[src/rtl/core/dda_pkg.sv]
package dda_pkg;

  localparam int unsigned SampleW = 10;
  localparam int unsigned BaseW   = 13;
  localparam int unsigned DiffW   = 14;
  localparam int unsigned TotalW  = 16;
  localparam int unsigned ProdW   = 21;
  localparam int unsigned DensW   = 15;
  localparam int unsigned LimitW  = 14;
  localparam int unsigned LevelW  = 2;
  localparam int unsigned CountW  = 4;
  localparam int unsigned CfgIdxW = 2;
  localparam int unsigned WinLen  = 5;

  localparam logic [CountW-1:0] CalCount  = CountW'(5);
  localparam logic [CountW-1:0] FullCount = CountW'(10);

  localparam logic [LimitW-1:0] CleanReset = LimitW'(300);
  localparam logic [LimitW-1:0] FairReset  = LimitW'(800);
  localparam logic [LimitW-1:0] PoorReset  = LimitW'(1500);

  typedef enum logic [CfgIdxW-1:0] {
    CfgClean = 2'd0,
    CfgFair  = 2'd1,
    CfgPoor  = 2'd2
  } cfg_idx_e;

  typedef enum logic [LevelW-1:0] {
    LevelClean = 2'd0,
    LevelFair  = 2'd1,
    LevelPoor  = 2'd2,
    LevelBad   = 2'd3
  } dust_level_e;

  typedef struct packed {
    logic [LimitW-1:0] clean;
    logic [LimitW-1:0] fair;
    logic [LimitW-1:0] poor;
  } limits_t;

endpackage

[src/rtl/core/dust_density_averager_core.sv]
// Dust density averager. Takes one 10-bit ADC word per cycle and returns one
// result word per input word, in the cycle after acceptance; full throughput of
// one word per clock as long as the output side takes results. The first five
// words after reset build the baseline sum and yield density 0, level clean,
// ready 0. Each later word adds 5*sample minus the baseline to a five-entry
// window with a running sum S; once the window holds five differences (tenth
// word on), ready_res is 1 and density_tenths = floor(S*25/64) in tenths of
// ug/m3. dust_level classes the density against the clean, fair and poor
// limits (indexes 0, 1, 2 of the write port), checked in that order. Write
// the limits only while no word is in flight.
module dust_density_averager_core import dda_pkg::*; (
  input  logic                     clk_i,
  input  logic                     rst_ni,
  input  logic                     in_valid_i,
  output logic                     in_stall_o,
  input  logic [SampleW-1:0]       adc_sample_i,
  output logic                     out_valid_o,
  input  logic                     out_stall_i,
  output logic signed [DensW-1:0]  density_tenths_o,
  output logic [LevelW-1:0]        dust_level_o,
  output logic                     ready_res_o,
  input  logic                     cfg_we_i,
  input  logic [CfgIdxW-1:0]       cfg_idx_i,
  input  logic [LimitW-1:0]        cfg_wdata_i
);

  limits_t                  limits_q;
  logic [BaseW-1:0]         base_q, base_d;
  logic signed [DiffW-1:0]  win_q [WinLen];
  logic signed [TotalW-1:0] total_q, total_d;
  logic [CountW-1:0]        count_q, count_d;
  logic                     out_valid_q;
  logic signed [TotalW-1:0] out_total_q;
  logic                     out_ready_q;

  logic                     accept;
  logic                     calib;
  logic [BaseW-1:0]         sample_x5;
  logic signed [DiffW-1:0]  diff;
  logic                     ready_d;

  assign in_stall_o = out_valid_q & out_stall_i;
  assign accept     = in_valid_i & ~in_stall_o;
  assign calib      = count_q < CalCount;

  assign sample_x5 = (BaseW'(adc_sample_i) << 2) + BaseW'(adc_sample_i);
  assign diff      = $signed({1'b0, sample_x5}) - $signed({1'b0, base_q});

  always_comb begin
    base_d  = base_q;
    total_d = total_q;
    count_d = count_q;
    if (calib) begin
      base_d  = base_q + BaseW'(adc_sample_i);
      count_d = count_q + 1'b1;
    end else begin
      total_d = total_q - TotalW'(win_q[0]) + TotalW'(diff);
      if (count_q < FullCount) begin
        count_d = count_q + 1'b1;
      end
    end
  end

  assign ready_d = ~calib & (count_d >= FullCount);

  always_ff @(posedge clk_i or negedge rst_ni) begin
    if (!rst_ni) begin
      limits_q <= '{clean: CleanReset, fair: FairReset, poor: PoorReset};
    end else if (cfg_we_i) begin
      case (cfg_idx_i)
        CfgClean: limits_q.clean <= cfg_wdata_i;
        CfgFair:  limits_q.fair  <= cfg_wdata_i;
        CfgPoor:  limits_q.poor  <= cfg_wdata_i;
        default:  ;
      endcase
    end
  end

  always_ff @(posedge clk_i or negedge rst_ni) begin
    if (!rst_ni) begin
      base_q  <= '0;
      total_q <= '0;
      count_q <= '0;
      for (int i = 0; i < WinLen; i++) begin
        win_q[i] <= '0;
      end
    end else if (accept) begin
      base_q  <= base_d;
      total_q <= total_d;
      count_q <= count_d;
      if (!calib) begin
        for (int i = 0; i < WinLen - 1; i++) begin
          win_q[i] <= win_q[i+1];
        end
        win_q[WinLen-1] <= diff;
      end
    end
  end

  // result register
  always_ff @(posedge clk_i or negedge rst_ni) begin
    if (!rst_ni) begin
      out_valid_q <= 1'b0;
    end else if (accept) begin
      out_valid_q <= 1'b1;
    end else if (!out_stall_i) begin
      out_valid_q <= 1'b0;
    end
  end

  always_ff @(posedge clk_i) begin
    if (accept) begin
      out_total_q <= total_d;
      out_ready_q <= ready_d;
    end
  end

  dda_scale u_scale (
    .total_i   (out_total_q),
    .ready_i   (out_ready_q),
    .limits_i  (limits_q),
    .density_o (density_tenths_o),
    .level_o   (dust_level_o)
  );

  assign out_valid_o = out_valid_q;
  assign ready_res_o = out_ready_q;

endmodule

[src/rtl/core/dda_scale.sv]
module dda_scale import dda_pkg::*; (
  input  logic signed [TotalW-1:0] total_i,
  input  logic                     ready_i,
  input  limits_t                  limits_i,
  output logic signed [DensW-1:0]  density_o,
  output logic [LevelW-1:0]        level_o
);

  logic signed [ProdW-1:0]  total_ext;
  logic signed [ProdW-1:0]  prod;
  logic signed [ProdW-1:0]  shifted;
  logic signed [DensW-1:0]  density;
  logic signed [DensW:0]    dens_cmp;
  logic signed [DensW:0]    clean_cmp;
  logic signed [DensW:0]    fair_cmp;
  logic signed [DensW:0]    poor_cmp;
  dust_level_e              level;

  // total * 25, then floor divide by 64
  assign total_ext = ProdW'(total_i);
  assign prod      = (total_ext <<< 4) + (total_ext <<< 3) + total_ext;
  assign shifted   = prod >>> 6;
  assign density   = ready_i ? shifted[DensW-1:0] : '0;

  assign dens_cmp  = {density[DensW-1], density};
  assign clean_cmp = $signed({2'b00, limits_i.clean});
  assign fair_cmp  = $signed({2'b00, limits_i.fair});
  assign poor_cmp  = $signed({2'b00, limits_i.poor});

  always_comb begin
    if (dens_cmp <= clean_cmp) begin
      level = LevelClean;
    end else if (dens_cmp <= fair_cmp) begin
      level = LevelFair;
    end else if (dens_cmp <= poor_cmp) begin
      level = LevelPoor;
    end else begin
      level = LevelBad;
    end
  end

  assign density_o = density;
  assign level_o   = level;

endmodule

[config.mk]
export PLATFORM = sky130hd
export DESIGN_NAME = dust_density_averager_core
export DESIGN_NICKNAME = d
export VERILOG_FILES = /design/src/rtl/core/dda_pkg.sv /design/src/rtl/core/dust_density_averager_core.sv /design/src/rtl/core/dda_scale.sv
export SDC_FILE = /design/constraint.sdc
export NUM_CORES = 1
export LEC_CHECK = 0
export BUFFER_PORTS_ARGS = -buffer_cell sky130_fd_sc_hd__buf_2
export CORE_UTILIZATION = 65
export CTS_CLUSTER_SIZE = 14
export DETAILED_ROUTE_END_ITERATION = 12
export GPL_ROUTABILITY_DRIVEN = 1
export PLACE_DENSITY = 0.88
export SLEW_MARGIN = 20
export SYNTH_ARGS = -nofsm -noshare
export SYNTH_HDL_FRONTEND = slang
export SYNTH_HIERARCHICAL = 1
export SYNTH_SLANG_ARGS = --single-unit
[constraint.sdc]
create_clock -name clk_i -period 12 [get_ports clk_i]
set_input_delay 3.6 -clock clk_i [delete_from_list [all_inputs] [get_ports clk_i]]
set_output_delay 3.6 -clock clk_i [all_outputs]
set_load 0.02 [all_outputs]
==> results.toml, run 1 <==
[worst_setup_path]
cp_max_fo = 5
cp_num_cells = 16
reg2reg_slack_ns = 6.96
critical_path_arrival_ns = 4.83
cp.required_ns = 8.40
rr_endpoint = "out_total_q[15]$_DFFE_PP_"
crit_type = "reg2out"
crit_path_end_kind = "output port"
crit_top_cell = "ha_1"
ff2ff_path_depth = 20
timing.rr.start = "base_q[2]$_DFFE_PN0P_"
cp-endpoint = "dust_level_o[0]"
critPathTopFamily = "compound AO/OA/AOI/OAI gates"
crit_buf_inv = 1
slowest_stage = "nor4_1"
start_kind = "flip-flop"
crit_chain = "fa_1 -> ha_1 -> o211ai_2 -> a21oi_2 -> nor2_1 -> o21bai_1 -> a311oi_1 -> nor4_1 -> ha_1 -> and4_1 -> nand4_1 -> nor3_1 -> a211oi_1 -> o21ai_0 -> a21oi_1 -> buf_2"
critical_path.startpoint = "out_total_q[3]$_DFFE_PP_"
slowest_delay_ns = 0.67

[sta]
fin_skew_ns = 0.00887
hold_viol = 0
fmax_mhz = 119
tightest_slew_ns = 0.951
post-route-period-util = 0.703
fin_tns_setup_ns = 0
setup_viol = 0
slew_headroom = 0.366
rsz0062_at_grt = "no"
min_period_ns = 8.43
postLayoutSetupSlackWorst_ns = 3.57
fin_hold_ws_ns = 0.485
drv_slew = 0

[synth]
avgSynthCellArea_um2 = 10.6
synth-main-ff-cell = "dfrtp_1"
synth_edf_count = 17
netlist_area_mm2 = 0.0104
ys_seq_area_frac = 0.403
yosys_warnings = 6
synth_fp_nets = 1148
ys_seq_elements = 163
synth_cells = 978
async_flop_share = 0.896
synth_cell_types = 58

[clock_tree]
numCtsBuffers = 17
cts_hold_buf = 0
clkLatencyLatePin_ns = 0.43
cts_max_level = 4
cts_buffer_depth = 2
clk_pin_slew_ns = 0.07
cts_tree = "yes"
cts.sinks = 163
post_cts_buffers = 0
root_buffer = "clkbuf_16"
cts_resized = 0

[routing]
drc = 0
wirelength_um = 20500
drt_iter0_markers = 409
viasPerCell = 5.76
wl_per_cell_um = 16.3
first_pass_iters = 5
vias = 7226
drtAntennaViolNets = 0

[finish]
ff_latch_area_mm2 = 0.00418
multi_input_area_mm2 = 0.00561
antenna_cells = 0
nets = 1200
nFillCells = 979
area_delta_synth_final_pct = 10.3
layout-drive-gt1-share = 0.202

[placement]
pre_cts_ws_ns = 3.76
place.port_buffers = 50
finalWeightedCongestion = 0.862
dp_hpwl_um = 14300

[die]
coreArea_mm2 = 0.0154
dieWidth_um = 128
initial_utilization = 0.675
ios = 51
die_area_mm2 = 0.0165
rows = 45
die_h_um = 128

[grt]
antenna_found_initial = 0
grt_max_degree = 91
grt_overflow = 0
grt_pass1_vias = 7507
grt.total_usage = 0.272
grt_pass1_wl_um = 35000

[worst_hold_path]
hp-class = "reg2reg"

[flow_run]
drv_cap = 0

[outcome]
run_status = "finished, final reports clean"
## flip-flops by register name, summed over array words and instances, names as in the netlist
signal and cells:
win_q 70, limits_q 42, out_total_q 16, total_q 16, base_q 13, count_q 4
out_valid_o 1, ready_res_o 1
## final cells by class
cell class	instances	area share
clock buffers	22	0.0442
clock inverters	10	0.00721
inverters	136	0.0446
multi-input cells	657	0.490
flip-flops and latches	163	0.365
well taps	211	0.0231
repair buffers	55	0.0257
## worst min-delay path by stage
stage | startpoint | end | slack [ns] | cells after the start
global route | win_q[2]$_DFFE_PN0P_ | win_q[16]$_DFFE_PN0P_ | 0.52 | 1
finish | win_q[13]$_DFFE_PN0P_ | win_q[13]$_DFFE_PN0P_ | 0.48 | 2
detailed placement | win_q[2]$_DFFE_PN0P_ | win_q[2]$_DFFE_PN0P_ | 0.47 | 2
floorplan | win_q[0]$_DFFE_PN0P_ | win_q[0]$_DFFE_PN0P_ | 0.45 | 2
global placement | win_q[2]$_DFFE_PN0P_ | win_q[2]$_DFFE_PN0P_ | 0.46 | 2
CTS | win_q[13]$_DFFE_PN0P_ | win_q[13]$_DFFE_PN0P_ | 0.49 | 2
## routing by layer
metal / global-route usage / vias to the layer above / routed length, µm
li1: - / 3471 / -
met1: 0.334 / 3520 / 8760
met2: 0.477 / 188 / 10400
met3: 0.0462 / 47 / 816
met4: 0.114 / 0 / 521
met5: 0 / - / 0
## layout by cell type (no fill, tap or decap), drive strengths merged, types with 14 or more instances in the layout
cell type	count
buf	55
a21oi	43
nor2	31
nand2	74
mux2	101
inv	141
fa	39
ha	100
xor2	17
clkbuf	22
o21ai	77
edfxtp	17
dfstp	14
a21o	19
dfrtp	132
xnor2	23
## cell families after synthesis
logic type	after synthesis	share of synthesized area
compound gates	193	0.115
xor+xnor	40	0.0338
fa+ha+maj	139	0.196
buf+inv	158	0.0575
flops	163	0.403
mux	102	0.111
simple gates	183	0.0846
## worst min-delay path: cells and delay by family (launching register included)
kind	cells	cell delay, ns
flip-flops	1	0.34
AO/OA/AOI/OAI	1	0.07
AND/OR/NAND/NOR	1	0.04
## cell usage after synthesis (5+ instances only)
cell	count	share of area
ha_1	100	0.12
clkbuf_1	18	0.0065
nand2_1	74	0.027
nor2_1	31	0.011
dfrtp_1	132	0.32
nand3_1	13	0.0063
o21ai_1	14	0.0068
a21o_1	19	0.014
nand4_1	10	0.0060
o21bai_1	6	0.0043
xor2_1	17	0.014
nor2b_1	10	0.0060
xnor2_1	23	0.019
a21oi_1	42	0.020
o31ai_1	6	0.0043
nor3_1	10	0.0048
edfxtp_1	17	0.049
a211oi_1	7	0.0051
nor3b_1	7	0.0051
inv_1	134	0.048
fa_1	39	0.075
and3_1	5	0.0030
o21a_1	6	0.0043
mux2_2	101	0.11
o21ai_0	63	0.030
a31oi_1	5	0.0030
nand2b_1	8	0.0048
dfstp_2	14	0.035
## through the flow
step	util	area, µm²	instances
2_1_floorplan	-	10400	978
3_3_place_gp	0.706	10900	1222
3_5_place_dp	0.706	10900	1222
4_1_cts	0.745	11400	1254
5_1_grt	0.745	11400	1254
6_report	0.745	11400	1254
Power of run 1 is left out: the tool's default activity adds up to more than one toggle a clock period on the data nets, which glitch-free logic cannot reach.
==> inputs of run 2 (changes only) <==
--- a/config.mk
+++ b/config.mk
@@ -6,11 +6,11 @@
 export NUM_CORES = 1
 export LEC_CHECK = 0
 export BUFFER_PORTS_ARGS = -buffer_cell sky130_fd_sc_hd__buf_2
-export CORE_UTILIZATION = 65
+export CORE_UTILIZATION = 63
 export CTS_CLUSTER_SIZE = 14
 export DETAILED_ROUTE_END_ITERATION = 12
 export GPL_ROUTABILITY_DRIVEN = 1
-export PLACE_DENSITY = 0.88
+export PLACE_DENSITY = 0.86
 export SLEW_MARGIN = 20
 export SYNTH_ARGS = -nofsm -noshare
 export SYNTH_HDL_FRONTEND = slang
==> constraint.sdc (replaced) <==
create_clock -name clk_i -period 8.3 [get_ports clk_i]
set_input_delay 2.49 -clock clk_i [delete_from_list [all_inputs] [get_ports clk_i]]
set_output_delay 2.49 -clock clk_i [all_outputs]
set_load 0.02 [all_outputs]
==> run 2 against run 1 <==
- clock skew fell by 0.0020 ns
- non-clock buffer count fell by 1
- critical path depth did not move
- register-to-register slack got worse by 3.6 ns
- worst hold slack got worse by 0.0043 ns
- setup slack got worse by 2.7 ns
- via count fell by 0.94%
- final cell count rose by 0.32%
- count of clock-buffer cells in the layout did not move
- die area rose by 3.1%
- highest routed layer unchanged
==> results.toml, run 2 (synthesized netlist as in run 1, its figures left out) <==
[outcome]
run_status = "finished, final reports clean"

[finish]
final_area_mm2 = 0.0115
nets = 1199
antenna_cells = 0
final_cell_mix = "inv_1, dfrtp_1, mux2_2"
layout_commonest_cell = "inv_1"
largest-register = "win_q"
area_delta_synth_final_pct = 10.7
layout-drive-gt1-share = 0.201
largest_register_ffs = 70
top_regs = "win_q: 70 flops, limits_q: 42 flops"

[grt]
grt.total_usage = 0.249
grt_overflow = 0
antenna_found_initial = 0
grt_max_degree = 80
grt_pass1_vias = 7260
grt_pass1_wl_um = 32500

[worst_setup_path]
crit_type = "reg2out"
ff2ff_path_depth = 20
crit_top_cell = "ha_1"
cp_max_fo = 5
crit_buf_inv = 1
slowest_delay_ns = 0.83
timing.rr.start = "base_q[2]$_DFFE_PN0P_"
critical_path_arrival_ns = 4.91
start_kind = "flip-flop"
crit_path_end_kind = "output port"
cp.required_ns = 5.81
crit_chain = "fa_1 -> ha_1 -> o211ai_2 -> a21oi_2 -> nor2_1 -> o21bai_1 -> a311oi_1 -> nor4_1 -> ha_1 -> and4_1 -> nand4_1 -> nor3_1 -> a211oi_1 -> o21ai_0 -> a21oi_1 -> buf_2"
reg2reg_slack_ns = 3.36
slowest_stage = "nor4_1"
critPathTopFamily = "adder cells"
rr_endpoint = "out_total_q[15]$_DFFE_PP_"

[placement]
dpl_cell_area_mm2 = 0.0109
finalWeightedCongestion = 0.782
dp_hpwl_um = 14300
place.port_buffers = 50
pre_cts_ws_ns = 1.13

[flow_run]
drv_cap = 0

[sta]
slew_headroom = 0.272
post-route-period-util = 0.892
fin_hold_ws_ns = 0.481
rsz0062_at_grt = "no"
hold_viol = 0
fin_skew_ns = 0.00686
setup_viol = 0
fmax_mhz = 135
fin_tns_setup_ns = 0
tightest_slew_ns = 1.08
postLayoutSetupSlackWorst_ns = 0.897
drv_slew = 0
min_period_ns = 7.40

[clock_tree]
cts_buffer_depth = 2
cts_max_level = 4
root_buffer = "clkbuf_16"
cts_tree = "yes"
clk_pin_slew_ns = 0.06
numCtsBuffers = 17
cts_resized = 0
cts.sinks = 163
post_cts_buffers = 0
clkLatencyLatePin_ns = 0.43
cts_hold_buf = 0

[die]
rows = 46
ios = 51
dieWidth_um = 130
coreArea_mm2 = 0.0160
initial_utilization = 0.648
die_h_um = 130
die_area_mm2 = 0.0170

[worst_hold_path]
hold_start = "win_q[13]$_DFFE_PN0P_"
min_to = "win_q[13]$_DFFE_PN0P_"
hold_depth = 2
hp-class = "reg2reg"

[routing]
viasPerCell = 5.69
drtAntennaViolNets = 0
wirelength_um = 19400
first_pass_iters = 5
drc = 0
wl_per_cell_um = 15.4
vias = 7158
drt_iter0_markers = 345
[run 2: cell types whose count changed in the layout (fill, tap and decap cells not counted), sizes merged]
cell,delta
inv,-4
buf,-1
bufinv,+2
clkinv,+2
[run 2: final cells by class]
cell class,instances,area (µm²)
sequential,163,4180
timing repair buffer,54,287
multi-input combinational,657,5610
clock inverter,10,115
inverter,136,510
clock buffer,22,507
tap,216,270
fill,1140,4520
[run 2: worst register-to-register path, cell delays in order (launching register included)]
cell and delay (ns):
dfrtp_1 0.39, inv_1 0.10, fa_1 0.44, ha_1 0.31, a21o_1 0.18, a21oi_1 0.22
nor2b_1 0.08, o21a_1 0.19, o21bai_1 0.29, o21ai_1 0.15, xnor2_1 0.27, fa_1 0.48
inv_1 0.11, ha_1 0.30, a21oi_1 0.28, nor2b_1 0.09, o21a_1 0.18, a311oi_2 0.25
xnor2_1 0.17, nor2_1 0.08, xor2_1 0.14
[run 2: worst max-delay path by stage]
stage / startpoint / end / slack (ns) / depth (start not counted)
6_report: out_total_q[3]$_DFFE_PP_ / dust_level_o[0] / 0.90 / 16
5_1_grt: out_total_q[3]$_DFFE_PP_ / dust_level_o[0] / 0.69 / 16
4_1_cts: out_total_q[3]$_DFFE_PP_ / dust_level_o[0] / 0.90 / 16
3_5_place_dp: adc_sample_i[0] / out_total_q[15]$_DFFE_PP_ / 1.13 / 20
3_3_place_gp: adc_sample_i[0] / out_total_q[15]$_DFFE_PP_ / 1.23 / 20
2_1_floorplan: adc_sample_i[0] / out_total_q[15]$_DFFE_PP_ / 1.54 / 19
[run 2: layer usage]
metal,share of wire,vias up,routed length [µm],track usage
met4,0.020,0,379,0.0951
met1,0.43,3508,8320,0.296
li1,-,3458,-,-
met5,0,-,0,0
met2,0.52,163,10100,0.454
met3,0.028,29,548,0.0369
[run 2: metrics by stage]
stage,cells,util
3_5_place_dp,1226,0.679
4_1_cts,1258,0.717
3_3_place_gp,1226,0.679
2_1_floorplan,978,-
5_1_grt,1258,0.717
6_report,1258,0.717
Power of run 2 is left out for the same reason.
